**src/hw/rtl/timeslice_binned_hit_counter_unit_macros.svh**
```systemverilog
// Assertion macros for the timeslice binned hit counter.
// Used by the top level; needs clk and rst_n in scope.
`ifndef TIMESLICE_BINNED_HIT_COUNTER_UNIT_MACROS_SVH
`define TIMESLICE_BINNED_HIT_COUNTER_UNIT_MACROS_SVH

// same-cycle implication
`define TBHC_ASSERT_IMP(lbl, ante, cons, msg) \
  lbl: assert property (@(posedge clk) disable iff (!rst_n) (ante) |-> (cons)) \
    else $error(msg);

// next-cycle implication
`define TBHC_ASSERT_NXT(lbl, ante, cons, msg) \
  lbl: assert property (@(posedge clk) disable iff (!rst_n) (ante) |=> (cons)) \
    else $error(msg);

`endif

```
**src/hw/rtl/tbhc_ram.sv**
```systemverilog
// Generic single-port-write, single-port-read RAM with registered read.
// No dependencies.
`timescale 1ns / 1ps

module tbhc_ram #(
  parameter int WIDTH = 8,
  parameter int DEPTH = 16,
  localparam int AW = (DEPTH > 1) ? $clog2(DEPTH) : 1
) (
  input  logic             clk,
  input  logic             we,
  input  logic [AW-1:0]    waddr,
  input  logic [WIDTH-1:0] wdata,
  input  logic             re,
  input  logic [AW-1:0]    raddr,
  output logic [WIDTH-1:0] rdata
);

  logic [WIDTH-1:0] mem [DEPTH];
  logic [WIDTH-1:0] rdata_r;

  always_ff @(posedge clk) begin
    if (we) begin
      mem[waddr] <= wdata;
    end
    if (re) begin
      rdata_r <= mem[raddr];
    end
  end

  assign rdata = rdata_r;

endmodule

```
**config.mk**
```make
export PLATFORM = sky130hd
export DESIGN_NAME = tbhc_ram
export DESIGN_NICKNAME = d
export VERILOG_FILES = /design/src/hw/rtl/timeslice_binned_hit_counter_unit_macros.svh /design/src/hw/rtl/tbhc_ram.sv
export SDC_FILE = /design/constraint.sdc
export NUM_CORES = 1
export LEC_CHECK = 0
export BUFFER_PORTS_ARGS = -buffer_cell sky130_fd_sc_hd__buf_4
export CAP_MARGIN = 10
export CORE_MARGIN = 10
export CORE_UTILIZATION = 54
export CTS_CLUSTER_SIZE = 12
export DETAILED_ROUTE_END_ITERATION = 8
export PLACE_DENSITY = 0.72
export SLEW_MARGIN = 10
export SYNTH_ARGS = -nofsm -noshare
export SYNTH_HDL_FRONTEND = slang
export SYNTH_SLANG_ARGS = --single-unit
```
**constraint.sdc**
```tcl
create_clock -name clk -period 1.7 [get_ports clk]
set_clock_uncertainty 0.15 [all_clocks]
set_input_delay 0.17 -clock clk [delete_from_list [all_inputs] [get_ports clk]]
set_output_delay 0.17 -clock clk [all_outputs]
set_load 0.01 [all_outputs]
```
==> results.tsv <==
stage	metric	value	unit
detailed_routing	Remaining DRCs	0	
cells_and_area	multi-input logic area	1090	um^2
detailed_routing	initial DRC count	189	
clock_tree	H-tree depth	4	
sta	final worst setup slack	0.0608	ns
sta	Hold Fails Final Rpt	0	
floorplanning	Initial Util	56.0	%
synthesis	FF+latch count, synth	136	
worst_setup_path	slowest CP cell	mux4_1	
global_route	first-pass GRT wire length	16.4	mm
clock_tree	clock latency on the worst-skew pair	0.52	ns
pwr	Peak VDD IR	722	uV
clock_tree	Sink Count	136	
min_path	Endpoint, Worst Hold	mem[4][3]	
pwr	LEAKAGE	2.20	nW
clock_tree	CTS max path bufs	2	
min_path	worst hold path class	in2reg	
floorplanning	core area	9330	um^2
global_route	vias in the first global route	2676	
worst_setup_path	CP startpoint kind	flip-flop	
synthesis	Syn Inst Count	229	
synthesis	synthesized area per cell	22.8	um^2
worst_setup_path	Crit Path Category	reg2reg	
worst_setup_path	crit-path max cell delay	0.52	ns
cells_and_area	Final Core Density	69.3	%
floorplanning	I/O pin cnt	27	
cells_and_area	NumNets Final	317	
cells_and_area	most frequent cells in the layout	edfxtp_1, buf_4, mux4_2	
worst_setup_path	internal reg-to-reg setup slack	0.06	ns
sta	min Tclk post-route	1.64	ns
job	max cap viols	0	
worst_setup_path	WP data arrival	1.74	ns
sta	Final period util	96.4	%
worst_setup_path	CP max FO	1	
detailed_routing	Routed wire per std cell	23.9	um
floorplanning	DIE HEIGHT	118	um
worst_setup_path	Critical Path End Type	flip-flop	
clock_tree	Post-CTS Setup Repair Bufs	0	
clock_tree	CTS tree	yes	
pwr	total chip power	8.02	mW
placed_design	placed cell count	399	
clock_tree	CTS clk-pin slew, worst paths	0.06	ns
floorplanning	FP Rows	35	
sta	fmax	610	MHz
clock_tree	Root Driver	clkbuf_8	
global_route	largest net degree at the start of global routing	17	
cells_and_area	commonest non-fill, non-tap cell in the layout	edfxtp_1	
outcome	status	complete, no violations	
worst_setup_path	reg-to-reg startpoint	mem[2][3]	
worst_setup_path	CP startpoint	mem[2][3]	
clock_tree	total CTS buffers	17	
pwr	P per Cell Area	1240	nW/um^2
placed_design	Post-Place Worst Slack	-0.188	ns
synthesis	area of the mapped netlist	5230	um^2
synthesis	Synth Warn #	0	
sta	measured slew at the worst slew-check pin	0.625	ns
global_route	initial antenna violation count	0	
worst_setup_path	FF-to-FF path depth	3	
placed_design	Port Buffers	26	
global_route	GRT Total Usage	15.7	%
sta	max-slew violations	0	
worst_setup_path	crit path buf inv count	0	
cells_and_area	register area	4080	um^2
worst_setup_path	critical-path cell list	mux4_1 -> a22oi_2 -> nand2_1	
detailed_routing	DR vias	2517	
floorplanning	Horiz. Die Dim	118	um
detailed_routing	Detail Route Antenna Nets	0	
sta	# setup viols final	0	
placed_design	dpl hpwl	6.60	mm
floorplanning	Die ar.	14000	um^2
synthesis	Synth cell types	18	
min_path	Hold Crit Depth	3	
cells_and_area	FILL cells	562	
placed_design	RePlAce Congestion	0.772	
sta	RSZ-0062 raised after global routing	false	
cells_and_area	# diodes	0	
worst_setup_path	Worst R2R End	rdata[3]	
cells_and_area	layout cells sized above 1	34.0	%
global_route	total gr overflow	0	
worst_setup_path	Crit path max-delay family	multiplexers	
detailed_routing	total iterations of the first detailed-routing run	4	
worst_setup_path	WP data required	1.80	ns
cells_and_area	Final Instance Count excl. Fillers	438	
detailed_routing	Routed WL	10.5	mm
synthesis	register area share after synthesis	78.1	%
synthesis	net count after synthesis	248	
sta	headroom to the max-slew limit	58.2	%
detailed_routing	via density per instance	5.75	
cells_and_area	area grow syn2layout	23.6	%
min_path	HP Start	waddr[0]	
[worst max-delay path by stage]
stage	end	cells past startpoint
2_1_floorplan	rdata[1]	5
3_3_place_gp	rdata[4]	5
3_5_place_dp	rdata[2]	5
4_1_cts	rdata[2]	3
5_1_grt	rdata[4]	3
6_report	rdata[3]	3
[power by group]
group	switching [mW]	internal (mW)	leakage, nW
clock	1.29	2.51	0.289
sequential	0.0202	3.78	1.24
combinational	0.222	0.199	0.679
total	1.53	6.49	2.20
[registers in the layout (all words and copies together), names as in the netlist]
signal and flops:
mem 128, rdata 8
[area by class of cell]
type | count | share of cell area [%]
tap | 129 | 2.50
timing repair buffer | 60 | 7.90
clock inverter | 12 | 3.14
multi-input combinational | 83 | 16.8
clock buffer | 18 | 6.47
sequential | 136 | 63.2
[worst min-delay path: cells and delay by family]
family,cells,cell delay [ns]
buffers and inverters,2,0.29
AND/OR/NAND/NOR,1,0.05
[per-layer routing]
metal | global-route usage [%] | vias up | wire (um)
li1 | - | 1117 | -
met1 | 20.5 | 1308 | 4470
met2 | 25.2 | 81 | 5390
met3 | 3.76 | 11 | 486
met4 | 6.03 | 0 | 123
met5 | 0 | - | 0
[kinds of logic (layout without fill, tap and decap cells)]
kind of cell | after synthesis | count (layout) | share of synthesized area, %
flops | 136 | 136 | 78.1
mux | 32 | 32 | 14.8
buf+inv | 10 | 90 | 1.65
simple gates | 35 | 35 | 3.14
compound gates | 16 | 16 | 2.30
[through the flow]
step	setup TNS (ns)	hold WS, ns	cell area (um^2)
floorplan	0	0.119	5230
global placement	-0.834	0.319	5730
detailed placement	-0.874	0.314	5730
CTS	0	0.00404	6440
global route	0	0.0206	6460
finish	0	0.0211	6460
[synthesized netlist by cell type (all sizes together)]
cell type	count	share of area [%]
a22oi	16	2.3
and2	1	0.12
and2b	1	0.14
buf	7	1.1
clkdlybuf4s25	3	0.57
edfxtp	136	78
mux4	32	15
nand2	9	0.65
nand2b	2	0.24
nand3	1	0.096
nand3b	2	0.29
nor2	13	0.93
nor2b	1	0.12
nor3	4	0.38
or3b	1	0.17
[what timing repair did]
item | in CTS | in global routing
hold buffers | 9 | 0
endpoints found under the hold margin | 136 | 0
resized for setup | 1 | 4
setup endpoints to repair | 1 | 5
pin swaps | 0 | 1
Power figures use the tool's default switching activity.
