`src/hw/rtl/timeslice_binned_hit_counter_unit_macros.svh`:
```
// Assertion macros for the timeslice binned hit counter.
// Used by the top level; needs clk and rst_n in scope.
`ifndef TIMESLICE_BINNED_HIT_COUNTER_UNIT_MACROS_SVH
`define TIMESLICE_BINNED_HIT_COUNTER_UNIT_MACROS_SVH

// same-cycle implication
`define TBHC_ASSERT_IMP(lbl, ante, cons, msg) \
  lbl: assert property (@(posedge clk) disable iff (!rst_n) (ante) |-> (cons)) \
    else $error(msg);

// next-cycle implication
`define TBHC_ASSERT_NXT(lbl, ante, cons, msg) \
  lbl: assert property (@(posedge clk) disable iff (!rst_n) (ante) |=> (cons)) \
    else $error(msg);

`endif

```
`src/hw/rtl/tbhc_pkg.sv`:
```
// Shared types and constants for the timeslice binned hit counter.
// No dependencies.
`timescale 1ns / 1ps

package tbhc_pkg;

  localparam int SLICE_W   = 40;
  localparam int BW_W      = 32;
  localparam int OFS_W     = 32;
  localparam int TIME_W    = 62;
  localparam int CHG_W     = 8;
  localparam int ADDR_W    = 32;
  localparam int OUT_CNT_W = 16;
  localparam int BIN_IDX_W = 6;
  localparam int DIFF_W    = 64;
  localparam int KINDS     = 7;
  localparam int NUM_DET   = 5;
  localparam int DET_W     = 3;
  localparam int CMD_W     = 2;
  localparam int PADDR_W   = 6;
  localparam int PDATA_W   = 64;
  localparam int BOARD_BIT = 10;

  localparam int DEF_NUM_BINS    = 64;
  localparam int DEF_COUNT_WIDTH = 16;

  localparam int K_T0   = 0;
  localparam int K_STS  = 1;
  localparam int K_STS0 = 2;
  localparam int K_STS1 = 3;
  localparam int K_MUCH = 4;
  localparam int K_TOF  = 5;
  localparam int K_RICH = 6;

  localparam logic [CHG_W-1:0] TOF_PULSE_LOW  = 8'd92;
  localparam logic [CHG_W-1:0] TOF_PULSE_HIGH = 8'd96;

  localparam logic [SLICE_W-1:0] RST_SLICE_LEN = 40'd102400;
  localparam logic [BW_W-1:0]    RST_BIN_W     = 32'd1600;
  localparam logic [CHG_W-1:0]   RST_T0_LO     = 8'd90;
  localparam logic [CHG_W-1:0]   RST_T0_HI     = 8'd100;

  typedef enum logic [CMD_W-1:0] {
    CMD_START = 2'd0,
    CMD_HIT   = 2'd1,
    CMD_END   = 2'd2
  } cmd_e;

  typedef enum logic [DET_W-1:0] {
    DET_T0   = 3'd0,
    DET_STS  = 3'd1,
    DET_MUCH = 3'd2,
    DET_TOF  = 3'd3,
    DET_RICH = 3'd4
  } det_e;

  typedef enum logic [2:0] {
    REG_SLICE_LEN = 3'd0,
    REG_BIN_W     = 3'd1,
    REG_STS_OFS   = 3'd2,
    REG_MUCH_OFS  = 3'd3,
    REG_TOF_OFS   = 3'd4,
    REG_RICH_OFS  = 3'd5,
    REG_T0_LO     = 3'd6,
    REG_T0_HI     = 3'd7
  } reg_idx_e;

  typedef enum logic [2:0] {
    ST_IDLE,
    ST_CALC,
    ST_DIV,
    ST_MOD,
    ST_ERD,
    ST_ELOAD,
    ST_EOUT
  } state_t;

  typedef struct packed {
    logic [SLICE_W-1:0]      slice_len;
    logic [BW_W-1:0]         bin_w;
    logic signed [OFS_W-1:0] sts_ofs;
    logic signed [OFS_W-1:0] much_ofs;
    logic signed [OFS_W-1:0] tof_ofs;
    logic signed [OFS_W-1:0] rich_ofs;
    logic [CHG_W-1:0]        t0_lo;
    logic [CHG_W-1:0]        t0_hi;
  } cfg_t;

  typedef struct packed {
    logic                 done;
    logic                 in_range;
    logic [BIN_IDX_W-1:0] bin;
  } div_res_t;

endpackage

```
`src/hw/rtl/tbhc_bindiv.sv`:
```
// Iterative restoring divider giving the bin index of a slice time.
// One quotient bit per cycle; depends on tbhc_pkg.
`timescale 1ns / 1ps

module tbhc_bindiv
  import tbhc_pkg::*;
#(
  parameter int NUM_BINS = DEF_NUM_BINS,
  localparam int QW = (NUM_BINS > 1) ? $clog2(NUM_BINS) : 1,
  localparam int SW = (QW > 1) ? $clog2(QW) : 1,
  localparam int DW = SLICE_W + QW
) (
  input  logic               clk,
  input  logic               rst_n,
  input  logic               start,
  input  logic [SLICE_W-1:0] t,
  input  logic [BW_W-1:0]    bw,
  output div_res_t           res
);

  logic              busy_r, busy_nxt;
  logic              done_r, done_nxt;
  logic              inr_r, inr_nxt;
  logic [SW-1:0]     step_r, step_nxt;
  logic [DW-1:0]     rem_r, rem_nxt;
  logic [DW-1:0]     dsh_r, dsh_nxt;
  logic [QW-1:0]     q_r, q_nxt;
  logic              ge;

  assign ge = rem_r >= dsh_r;

  always_comb begin
    busy_nxt = busy_r;
    done_nxt = 1'b0;
    inr_nxt  = inr_r;
    step_nxt = step_r;
    rem_nxt  = rem_r;
    dsh_nxt  = dsh_r;
    q_nxt    = q_r;
    if (start) begin
      if (DW'(t) >= (DW'(bw) << QW)) begin
        done_nxt = 1'b1;
        inr_nxt  = 1'b0;
      end else begin
        busy_nxt = 1'b1;
        rem_nxt  = DW'(t);
        dsh_nxt  = DW'(bw) << (QW - 1);
        step_nxt = SW'(QW - 1);
        q_nxt    = '0;
      end
    end else if (busy_r) begin
      if (ge) begin
        rem_nxt = rem_r - dsh_r;
      end
      q_nxt   = (q_r << 1) | QW'(ge);
      dsh_nxt = dsh_r >> 1;
      if (step_r == '0) begin
        busy_nxt = 1'b0;
        done_nxt = 1'b1;
        inr_nxt  = 32'(q_nxt) < NUM_BINS;
      end else begin
        step_nxt = step_r - 1'b1;
      end
    end
  end

  always_ff @(posedge clk) begin
    if (!rst_n) begin
      busy_r <= 1'b0;
      done_r <= 1'b0;
      inr_r  <= 1'b0;
    end else begin
      busy_r <= busy_nxt;
      done_r <= done_nxt;
      inr_r  <= inr_nxt;
    end
    step_r <= step_nxt;
    rem_r  <= rem_nxt;
    dsh_r  <= dsh_nxt;
    q_r    <= q_nxt;
  end

  assign res.done     = done_r;
  assign res.in_range = inr_r;
  assign res.bin      = BIN_IDX_W'(q_r);

endmodule

```
`config.mk`:
```
export PLATFORM = sky130hd
export DESIGN_NAME = tbhc_bindiv
export DESIGN_NICKNAME = d
export VERILOG_FILES = /design/src/hw/rtl/timeslice_binned_hit_counter_unit_macros.svh /design/src/hw/rtl/tbhc_pkg.sv /design/src/hw/rtl/tbhc_bindiv.sv
export SDC_FILE = /design/constraint.sdc
export NUM_CORES = 1
export LEC_CHECK = 0
export ABC_AREA = 1
export BUFFER_PORTS_ARGS = -buffer_cell sky130_fd_sc_hd__buf_2
export CAP_MARGIN = 30
export CORE_MARGIN = 2
export CORE_UTILIZATION = 55
export DETAILED_ROUTE_END_ITERATION = 6
export GPL_TIMING_DRIVEN = 0
export HOLD_SLACK_MARGIN = 0.06
export PLACE_DENSITY_LB_ADDON = 0.08
export SLEW_MARGIN = 20
export SYNTH_ARGS = -nofsm -noshare
export SYNTH_HDL_FRONTEND = slang
export SYNTH_SLANG_ARGS = --single-unit
```
`constraint.sdc`:
```
create_clock -name clk -period 9.1 [get_ports clk]
set_clock_uncertainty 0.1 [all_clocks]
set_input_delay 2.275 -clock clk [delete_from_list [all_inputs] [get_ports clk]]
set_output_delay 2.275 -clock clk [all_outputs]
set_load 0.02 [all_outputs]
```
==> results.yml <==
detailed_routing:
  vias: 7909
  dr_wl_met2_um: 11500
  avgRoutedWirePerCell_um: 16.6
  vias_per_cell: 5.34
  drt_pass1_iterations: 5
  drt_iter0_drc: 620
  final_antenna_net_count: 0
  wl_met3_um: 1510
  drc: 0
  wl_met1_um: 11200
  wirelength_um: 24600
  maxUsedRoutingLayer: "met4"
worst_setup_path:
  cp_max_fo: 24
  required_ps: 9060
  crit_type: "in -> reg"
  startpoint: "t[11]"
  rr_startpoint: "dsh_r[0]"
  end_kind: "register"
  reg2reg_slack_ps: 5790
  startpoint_type: "input port"
  critical_path.endpoint: "rem_r[20]"
  r2r-end: "rem_r[20]"
  cp.arrival_ps: 5000
  r2r_cells: 14
layout:
  n_antenna_cell: 0
  final_util: 0.633
  area_growth_pct: 12.0
  fillers: 1393
  drive_gt1_frac: 0.120
  fin_nets: 1439
timing:
  worst_slew_pin_slew_ps: 897
  period_minus_slack_ps: 5040
  final_max_slew_viol_count: 0
  holdWs_ps: 370
  setup_viol: 0
  fin_setup_tns_ps: 0
  max_freq_mhz: 199
  fin_crit_sh: 0.553
  timing_hold_violations_final: 0
  rsz0062_at_grt: "no"
  slew_headroom: 0.402
global_route:
  grt_pass1_vias: 7749
  grt_max_degree: 25
  grt_pass1_wl_um: 39400
  track_usage: 0.319
  antenna_found_initial: 0
  grt_overflow: 0
cts:
  clockBufferDepth: 2
  post_cts_buffers: 0
  htreeDepth: 3
  clkTransAtPathRegs_ps: 70
  cts-resized-gates: 0
  hold_buffers: 0
  clkSinkCount: 95
  cts_root_buf: "clkbuf_16"
  cts_tree: "yes"
  clk_latency_ps: 370
  numCtsBuffers: 9
floorplan:
  die_w_um: 126
  core_mm2: 0.0145
  pin_count: 83
  initial_utilization: 0.565
  die_area_mm2: 0.0159
  rows: 44
  fp.dieH_um: 126
pwr:
  peakVddDrop_mv: 0.103
  p_leak_nw: 4.66
  powerDensity_mw_per_mm2: 162
status:
  outcome: "finished, final reports clean"
logic_synthesis:
  yosys_warnings: 0
  synthArstFlopShare: 0
  yosys.area.top_type: "edfxtp_1"
  seq_area_frac_synth: 0.344
  synth_cells: 1197
  ys_ff_latch: 95
  yosys.cell_types.count: 40
  synth_area_mm2: 0.00821
  synthesis.nets: 1344
  synthTopCellsByArea: "edfxtp_1 (34%), nand2_1 (18%), ha_1 (11%), inv_1 (9.5%), nor2_1 (5.1%)"
  synth_edf_count: 92
  synth_top_flop_cell: "edfxtp_1"
  avgSynthCellArea_um2: 6.86
  yosys.area.top_type_share: 0.336
job:
  maxCapViolCount: 0
place:
  io_buffers: 82
  hpwlAfterDp_um: 20300
  place_congestion: 0.963
worst_hold_path:
  hp-class: "reg -> reg"
==> metrics by stage <==
stage          cells  area (um2)  setup slack [ps]  total power (W)
3_5_place_dp    1465        8900              3710          0.00109
5_1_grt         1481        9200              3800          0.00158
4_1_cts         1481        9200              4070          0.00148
2_1_floorplan   1197        8210              3270         0.000931
6_report        1481        9200              4060          0.00149
3_3_place_gp    1463        8850              1590          0.00108
==> how the worst min path moves through the flow <==
| stage | to | slack (ps) | start | cells past startpoint |
|---|---|---|---|---|
| after CTS | inr_r | 370 | inr_r | 2 |
| after floorplan | inr_r | 340 | inr_r | 2 |
| after global placement | inr_r | 360 | inr_r | 2 |
| final | inr_r | 370 | inr_r | 2 |
| after detailed placement | inr_r | 360 | inr_r | 2 |
| after global routing | inr_r | 400 | inr_r | 2 |
==> metal layers <==
metal,GRT usage,up-vias
li1,-,4044
met1,0.434,3598
met2,0.534,242
met3,0.0472,25
met4,0.0860,0
met5,0,-
==> final cells by class <==
| class | instances | area, um2 | area share |
|---|---|---|---|
| multi-input combinational | 871 | 4510 | 0.491 |
| sequential | 95 | 2820 | 0.307 |
| inverter | 211 | 795 | 0.0864 |
| timing repair buffer | 84 | 450 | 0.0490 |
| tap | 184 | 230 | 0.0250 |
| clock buffer | 10 | 229 | 0.0249 |
| buffer | 20 | 90.1 | 0.00980 |
| clock inverter | 6 | 67.6 | 0.00735 |
==> synth_stat cells, types with 3 or more instances <==
cell,n
a21oi_1,64
buf_2,3
buf_4,3
clkbuf_1,14
dfxtp_1,3
edfxtp_1,92
ha_1,71
inv_1,207
inv_2,3
nand2_1,384
nand2_2,18
nand3_1,65
nand3_2,3
nand3b_1,8
nand4_1,14
nor2_1,112
nor2_2,4
nor3_1,3
nor4_1,5
o21a_1,5
o21ai_0,77
o21ai_1,3
or2_1,5
or2_2,8
==> critical path: stages <==
cell and delay [ps]:
buf_2 110, ha_1 320, a21oi_1 150, nand2_1 100
nand2_1 70, nand2_1 90, nand2_1 70, nand2_1 80
nand2_1 70, nand3_1 240, nand2_1 210, o21ai_0 210
nor2_4 680, buf_12 270
==> sequential cells by signal, summed over array words and instances (netlist names) <==
| name | cells |
|---|---|
| step_r | 3 |
| inr_r | 1 |
| q_r | 6 |
| dsh_r | 37 |
| busy_r | 1 |
| done_r | 1 |
| rem_r | 46 |
==> report_power, final <==
group          total [W]  internal, W  leakage, nW  switching (W)
logic           0.000546     0.000178         3.60       0.000368
registers       0.000551     0.000536        0.914      0.0000152
clock network   0.000395     0.000215        0.139       0.000180
==> placed cells by master (no fill, tap or decap), types with 18 or more instances in the layout <==
cell type	count
edfxtp_1	92
ha_1	71
o21ai_0	77
nand3_1	65
inv_1	206
nor2_1	111
a21oi_1	64
nand2_1	384
nand2_2	18
buf_2	85
==> logic make-up (layout without fill, tap and decap cells) <==
| kind of cell | after synthesis | after routing | share of synthesized area |
|---|---|---|---|
| adder cells (fa/ha/maj) | 72 | 72 | 0.111 |
| XOR/XNOR | 3 | 3 | 0.00320 |
| flip-flops | 95 | 95 | 0.344 |
| buffers and inverters | 231 | 331 | 0.108 |
| AO/OA/AOI/OAI | 162 | 162 | 0.108 |
| AND/OR/NAND/NOR | 634 | 634 | 0.327 |
Note: power is estimated with default switching activity, not from simulation.
