**src/hw/rtl/timeslice_binned_hit_counter_unit_macros.svh**
```systemverilog
// Assertion macros for the timeslice binned hit counter.
// Used by the top level; needs clk and rst_n in scope.
`ifndef TIMESLICE_BINNED_HIT_COUNTER_UNIT_MACROS_SVH
`define TIMESLICE_BINNED_HIT_COUNTER_UNIT_MACROS_SVH

// same-cycle implication
`define TBHC_ASSERT_IMP(lbl, ante, cons, msg) \
  lbl: assert property (@(posedge clk) disable iff (!rst_n) (ante) |-> (cons)) \
    else $error(msg);

// next-cycle implication
`define TBHC_ASSERT_NXT(lbl, ante, cons, msg) \
  lbl: assert property (@(posedge clk) disable iff (!rst_n) (ante) |=> (cons)) \
    else $error(msg);

`endif

```
**src/hw/rtl/tbhc_pkg.sv**
```systemverilog
// Shared types and constants for the timeslice binned hit counter.
// No dependencies.
`timescale 1ns / 1ps

package tbhc_pkg;

  localparam int SLICE_W   = 40;
  localparam int BW_W      = 32;
  localparam int OFS_W     = 32;
  localparam int TIME_W    = 62;
  localparam int CHG_W     = 8;
  localparam int ADDR_W    = 32;
  localparam int OUT_CNT_W = 16;
  localparam int BIN_IDX_W = 6;
  localparam int DIFF_W    = 64;
  localparam int KINDS     = 7;
  localparam int NUM_DET   = 5;
  localparam int DET_W     = 3;
  localparam int CMD_W     = 2;
  localparam int PADDR_W   = 6;
  localparam int PDATA_W   = 64;
  localparam int BOARD_BIT = 10;

  localparam int DEF_NUM_BINS    = 64;
  localparam int DEF_COUNT_WIDTH = 16;

  localparam int K_T0   = 0;
  localparam int K_STS  = 1;
  localparam int K_STS0 = 2;
  localparam int K_STS1 = 3;
  localparam int K_MUCH = 4;
  localparam int K_TOF  = 5;
  localparam int K_RICH = 6;

  localparam logic [CHG_W-1:0] TOF_PULSE_LOW  = 8'd92;
  localparam logic [CHG_W-1:0] TOF_PULSE_HIGH = 8'd96;

  localparam logic [SLICE_W-1:0] RST_SLICE_LEN = 40'd102400;
  localparam logic [BW_W-1:0]    RST_BIN_W     = 32'd1600;
  localparam logic [CHG_W-1:0]   RST_T0_LO     = 8'd90;
  localparam logic [CHG_W-1:0]   RST_T0_HI     = 8'd100;

  typedef enum logic [CMD_W-1:0] {
    CMD_START = 2'd0,
    CMD_HIT   = 2'd1,
    CMD_END   = 2'd2
  } cmd_e;

  typedef enum logic [DET_W-1:0] {
    DET_T0   = 3'd0,
    DET_STS  = 3'd1,
    DET_MUCH = 3'd2,
    DET_TOF  = 3'd3,
    DET_RICH = 3'd4
  } det_e;

  typedef enum logic [2:0] {
    REG_SLICE_LEN = 3'd0,
    REG_BIN_W     = 3'd1,
    REG_STS_OFS   = 3'd2,
    REG_MUCH_OFS  = 3'd3,
    REG_TOF_OFS   = 3'd4,
    REG_RICH_OFS  = 3'd5,
    REG_T0_LO     = 3'd6,
    REG_T0_HI     = 3'd7
  } reg_idx_e;

  typedef enum logic [2:0] {
    ST_IDLE,
    ST_CALC,
    ST_DIV,
    ST_MOD,
    ST_ERD,
    ST_ELOAD,
    ST_EOUT
  } state_t;

  typedef struct packed {
    logic [SLICE_W-1:0]      slice_len;
    logic [BW_W-1:0]         bin_w;
    logic signed [OFS_W-1:0] sts_ofs;
    logic signed [OFS_W-1:0] much_ofs;
    logic signed [OFS_W-1:0] tof_ofs;
    logic signed [OFS_W-1:0] rich_ofs;
    logic [CHG_W-1:0]        t0_lo;
    logic [CHG_W-1:0]        t0_hi;
  } cfg_t;

  typedef struct packed {
    logic                 done;
    logic                 in_range;
    logic [BIN_IDX_W-1:0] bin;
  } div_res_t;

endpackage

```
**src/hw/rtl/tbhc_cfg.sv**
```systemverilog
// APB-style configuration registers for the timeslice binned hit counter.
// Depends on tbhc_pkg.
`timescale 1ns / 1ps

module tbhc_cfg
  import tbhc_pkg::*;
(
  input  logic               clk,
  input  logic               rst_n,
  input  logic               psel,
  input  logic               penable,
  input  logic               pwrite,
  input  logic [PADDR_W-1:0] paddr,
  input  logic [PDATA_W-1:0] pwdata,
  output logic [PDATA_W-1:0] prdata,
  output logic               pready,
  output cfg_t               cfg
);

  cfg_t     cfg_r;
  reg_idx_e idx;
  logic     wr;

  assign idx    = reg_idx_e'(paddr[5:3]);
  assign wr     = psel && penable && pwrite;
  assign pready = 1'b1;
  assign cfg    = cfg_r;

  always_ff @(posedge clk) begin
    if (!rst_n) begin
      cfg_r.slice_len <= RST_SLICE_LEN;
      cfg_r.bin_w     <= RST_BIN_W;
      cfg_r.sts_ofs   <= '0;
      cfg_r.much_ofs  <= '0;
      cfg_r.tof_ofs   <= '0;
      cfg_r.rich_ofs  <= '0;
      cfg_r.t0_lo     <= RST_T0_LO;
      cfg_r.t0_hi     <= RST_T0_HI;
    end else if (wr) begin
      unique case (idx)
        REG_SLICE_LEN: cfg_r.slice_len <= pwdata[SLICE_W-1:0];
        REG_BIN_W:     cfg_r.bin_w     <= pwdata[BW_W-1:0];
        REG_STS_OFS:   cfg_r.sts_ofs   <= pwdata[OFS_W-1:0];
        REG_MUCH_OFS:  cfg_r.much_ofs  <= pwdata[OFS_W-1:0];
        REG_TOF_OFS:   cfg_r.tof_ofs   <= pwdata[OFS_W-1:0];
        REG_RICH_OFS:  cfg_r.rich_ofs  <= pwdata[OFS_W-1:0];
        REG_T0_LO:     cfg_r.t0_lo     <= pwdata[CHG_W-1:0];
        REG_T0_HI:     cfg_r.t0_hi     <= pwdata[CHG_W-1:0];
        default: ;
      endcase
    end
  end

  always_comb begin
    prdata = '0;
    unique case (idx)
      REG_SLICE_LEN: prdata = PDATA_W'(cfg_r.slice_len);
      REG_BIN_W:     prdata = PDATA_W'(cfg_r.bin_w);
      REG_STS_OFS:   prdata = PDATA_W'(unsigned'(cfg_r.sts_ofs));
      REG_MUCH_OFS:  prdata = PDATA_W'(unsigned'(cfg_r.much_ofs));
      REG_TOF_OFS:   prdata = PDATA_W'(unsigned'(cfg_r.tof_ofs));
      REG_RICH_OFS:  prdata = PDATA_W'(unsigned'(cfg_r.rich_ofs));
      REG_T0_LO:     prdata = PDATA_W'(cfg_r.t0_lo);
      REG_T0_HI:     prdata = PDATA_W'(cfg_r.t0_hi);
      default:       prdata = '0;
    endcase
  end

endmodule

```
**config.mk**
```make
export PLATFORM = sky130hd
export DESIGN_NAME = tbhc_cfg
export DESIGN_NICKNAME = d
export VERILOG_FILES = /design/src/hw/rtl/timeslice_binned_hit_counter_unit_macros.svh /design/src/hw/rtl/tbhc_pkg.sv /design/src/hw/rtl/tbhc_cfg.sv
export SDC_FILE = /design/constraint.sdc
export NUM_CORES = 1
export LEC_CHECK = 0
export BUFFER_PORTS_ARGS = -buffer_cell sky130_fd_sc_hd__buf_2
export CAP_MARGIN = 20
export CORE_MARGIN = 2
export CORE_UTILIZATION = 24
export DETAILED_ROUTE_END_ITERATION = 12
export PLACE_DENSITY = 0.49
export SYNTH_ARGS = -nofsm -noshare
export SYNTH_HDL_FRONTEND = slang
export SYNTH_SLANG_ARGS = --single-unit
```
**constraint.sdc**
```tcl
create_clock -name clk -period 2.6 [get_ports clk]
set_input_delay 0.13 -clock clk [delete_from_list [all_inputs] [get_ports clk]]
set_output_delay 0.13 -clock clk [all_outputs]
set_load 0.005 [all_outputs]
```
==> flow_metrics.py <==
metrics = {
    "finish": {
        "regArea_um2": 4324,
        "largest_reg_flops": 216,
        "multi_input_area_um2": 5102,
        "drive_gt1_share_pct": 26.16,
        "nets": 1626,
        "postLayoutCoreUtil_pct": 32.47,
        "area_delta_synth_final_pct": 32.82,
        "final_area_um2": 13320,
        "layout_common_cells": "nand2_1, buf_2, dfxtp_1, a21boi_1, a21boi_0",
        "layout_commonest_cell": "nand2_1",
        "antennaDiodeCount": 0,
        "fillerInstances": 4339,
    },
    "clocking": {
        "cts_sinks": 216,
        "clk_latency_ns": 0.54,
        "ctsResizeCount": 0,
        "cts_htree_levels": 1,
        "cts_tree": "done",
        "cts_buffers": 27,
        "root_buffer": "clkbuf_16",
        "postCtsSetupRepairBufs": 0,
        "cts.path.max_buffers": 3,
        "path_clk_slew_ns": 0.06,
    },
    "timing": {
        "rsz0062_at_grt": "no",
        "finalHoldViolCount": 0,
        "fmax_mhz": 459.5,
        "clock_skew_ns": 0,
        "finalSetupViolCount": 0,
        "final.min_clock_period_ns": 2.176,
        "period_share_pct": 83.70,
        "setup_tns_ns": 0,
        "slew-limit-headroom_pct": 30.40,
        "slew_viol_final": 0,
        "worst_pin_slew_ns": 1.044,
    },
    "synthesis": {
        "synth_top_area_share_pct": 43.13,
        "yosysTopAreaCell": "dfxtp_1",
        "synth_cell_type_count": 38,
        "yosys-top-cells-area": "dfxtp_1, nand2_1, a21boi_1",
        "synth_seq_area_share_pct": 43.13,
        "avgSynthCellArea_um2": 7.963,
        "synth_area_um2": 10030,
        "yosysWarnings": 0,
        "ys_ff_latch": 216,
        "syn_inst": 1259,
    },
    "setup_path": {
        "critPathKind": "reg2out",
        "max_stage_delay_ns": 0.63,
        "cp_common_cell": "a221oi_1",
        "required_ns": 2.47,
        "arrival_ns": 2.05,
        "slowest_stage": "a221oi_1",
        "rrSetupSlack_ns": 1.86,
        "critPathTopFamily": "compound AO/OA/AOI/OAI gates",
        "path_cells": "mux2i_1 -> a221oi_1 -> a221oi_1 -> nor2_1 -> buf_2",
        "path_max_fanout": 3,
        "critPathBufInv": 1,
        "critPathCaptureType": "output pin",
        "worstSetupStartpointType": "flip-flop",
    },
    "grt": {
        "overflow": 0,
        "grt_pass1_wl_um": 64520,
        "grt_pass1_vias": 9563,
        "grt_max_degree": 217,
        "antenna_found_initial": 0,
        "grt_usage_pct": 19.64,
    },
    "placement": {
        "place.detailed.hpwl_um": 29120,
        "place_area_um2": 12030,
        "port_buffers": 303,
        "routabilityCongestion": 0.8437,
    },
    "outcome": {
        "outcome": "complete, no violations",
    },
    "floorplan": {
        "rows": 74,
        "start_util_pct": 24.44,
        "die_area_um2": 43420,
        "fp.dieH_um": 208.4,
        "io_pins": 356,
        "dieWidth_um": 208.4,
        "core_area_um2": 41020,
    },
    "detailed_routing": {
        "drc": 0,
        "antenna_left": 0,
        "initialDrtViolationCount": 736,
        "drtPass1Iterations": 5,
        "vias": 9956,
        "wl_per_cell_um": 21.05,
        "wl_um": 44270,
        "via_per_inst": 4.734,
    },
    "power": {
        "power_leakage_nw": 5.556,
        "peakVddDrop_mv": 0.3516,
        "finalPower_mw": 7.816,
        "powerDensity_nw_per_um2": 586.9,
    },
    "run": {
        "drv.max_cap_violation_count": 0,
    },
    "hold_path": {
        "worstHoldPathType": "in2reg",
    },
}
## worst reg2reg max path, delay by kind of cell (launching register included)
| kind | cells | cell delay, ns |
|---|---|---|
| and+or+nand+nor | 1 | 0.07 |
| AOI/OAI and AO/OA | 1 | 0.17 |
| DFF | 1 | 0.43 |
## through the flow
step	worst slack, ns	hold WS, ns	instances
6_report	0.4239	0.1404	2103
5_1_grt	0.2613	0.2157	2103
4_1_cts	0.4451	0.1830	2103
3_5_place_dp	0.4102	0.3788	2014
3_3_place_gp	0.4379	0.3740	2014
2_1_floorplan	1.326	0.2540	1282
## kinds of logic (layout without fill, tap and decap cells)
kind of cell,after synthesis,in the layout,share of synthesized area (%)
simple gates,536,536,21.63
buf+inv,149,438,7.400
other cells,2,25,0.07491
compound gates,318,318,23.85
mux,38,38,3.919
flops,216,216,43.13
## power by group
part	switching (mW)	leakage, nW	total (mW)	internal [mW]
Sequential	0.0220	1.74	3.36	3.34
Clock	1.55	0.428	3.80	2.25
Combinational	0.399	3.39	0.658	0.260
Total	1.97	5.56	7.82	5.84
## worst paths after layout
kind                                from         to  depth (start not counted)
worst max-delay path             cfg[10]  prdata[2]                          5
worst min-delay path               rst_n   cfg[188]                          3
worst min register to register  cfg[214]   cfg[214]                          2
worst max register to register  cfg[115]   cfg[115]                          2
## metal layers
metal,track usage [%],vias to the layer above,part of all wire (%)
li1,-,4744,-
met2,33.03,364,47
met5,0,-,0
met4,3.969,0,1.9
met3,4.498,42,7.0
met1,25.69,4806,44
## cell usage after synthesis
library cell / n
a22o_1: 10
nor2_2: 3
a21boi_1: 114
nand3_1: 13
nor3_1: 6
buf_2: 44
nand2b_1: 5
nor3_2: 1
and2_1: 9
a222oi_1: 10
a32oi_1: 2
o21ai_0: 27
a21oi_1: 15
mux2_2: 10
buf_1: 2
nand3b_1: 1
a22oi_1: 3
or2_2: 3
o2bb2ai_1: 18
or3_1: 3
nand4b_4: 1
conb_1: 2
or2_1: 2
a221oi_1: 23
o221a_2: 1
nor2b_1: 15
buf_4: 34
nand4_1: 1
o311a_1: 1
clkbuf_1: 58
dfxtp_1: 216
o21a_1: 2
a21boi_0: 89
nor2_1: 48
mux2i_1: 28
inv_1: 11
nand2_1: 425
o2111a_1: 3
## what timing repair did
item                                   in CTS  in global routing
setup endpoints to repair                   0                  0
endpoints found under the hold margin     216                  0
hold buffers                               40                  0
## layout make-up
| class | count | share of cell area, % |
|---|---|---|
| clock buffer | 38 | 5.760 |
| clock inverter | 11 | 0.8738 |
| inverter | 11 | 0.3101 |
| multi-input combinational | 917 | 38.32 |
| sequential | 216 | 32.47 |
| tap | 532 | 4.999 |
| timing repair buffer | 378 | 17.27 |
Note: power is estimated with default switching activity, not from simulation.
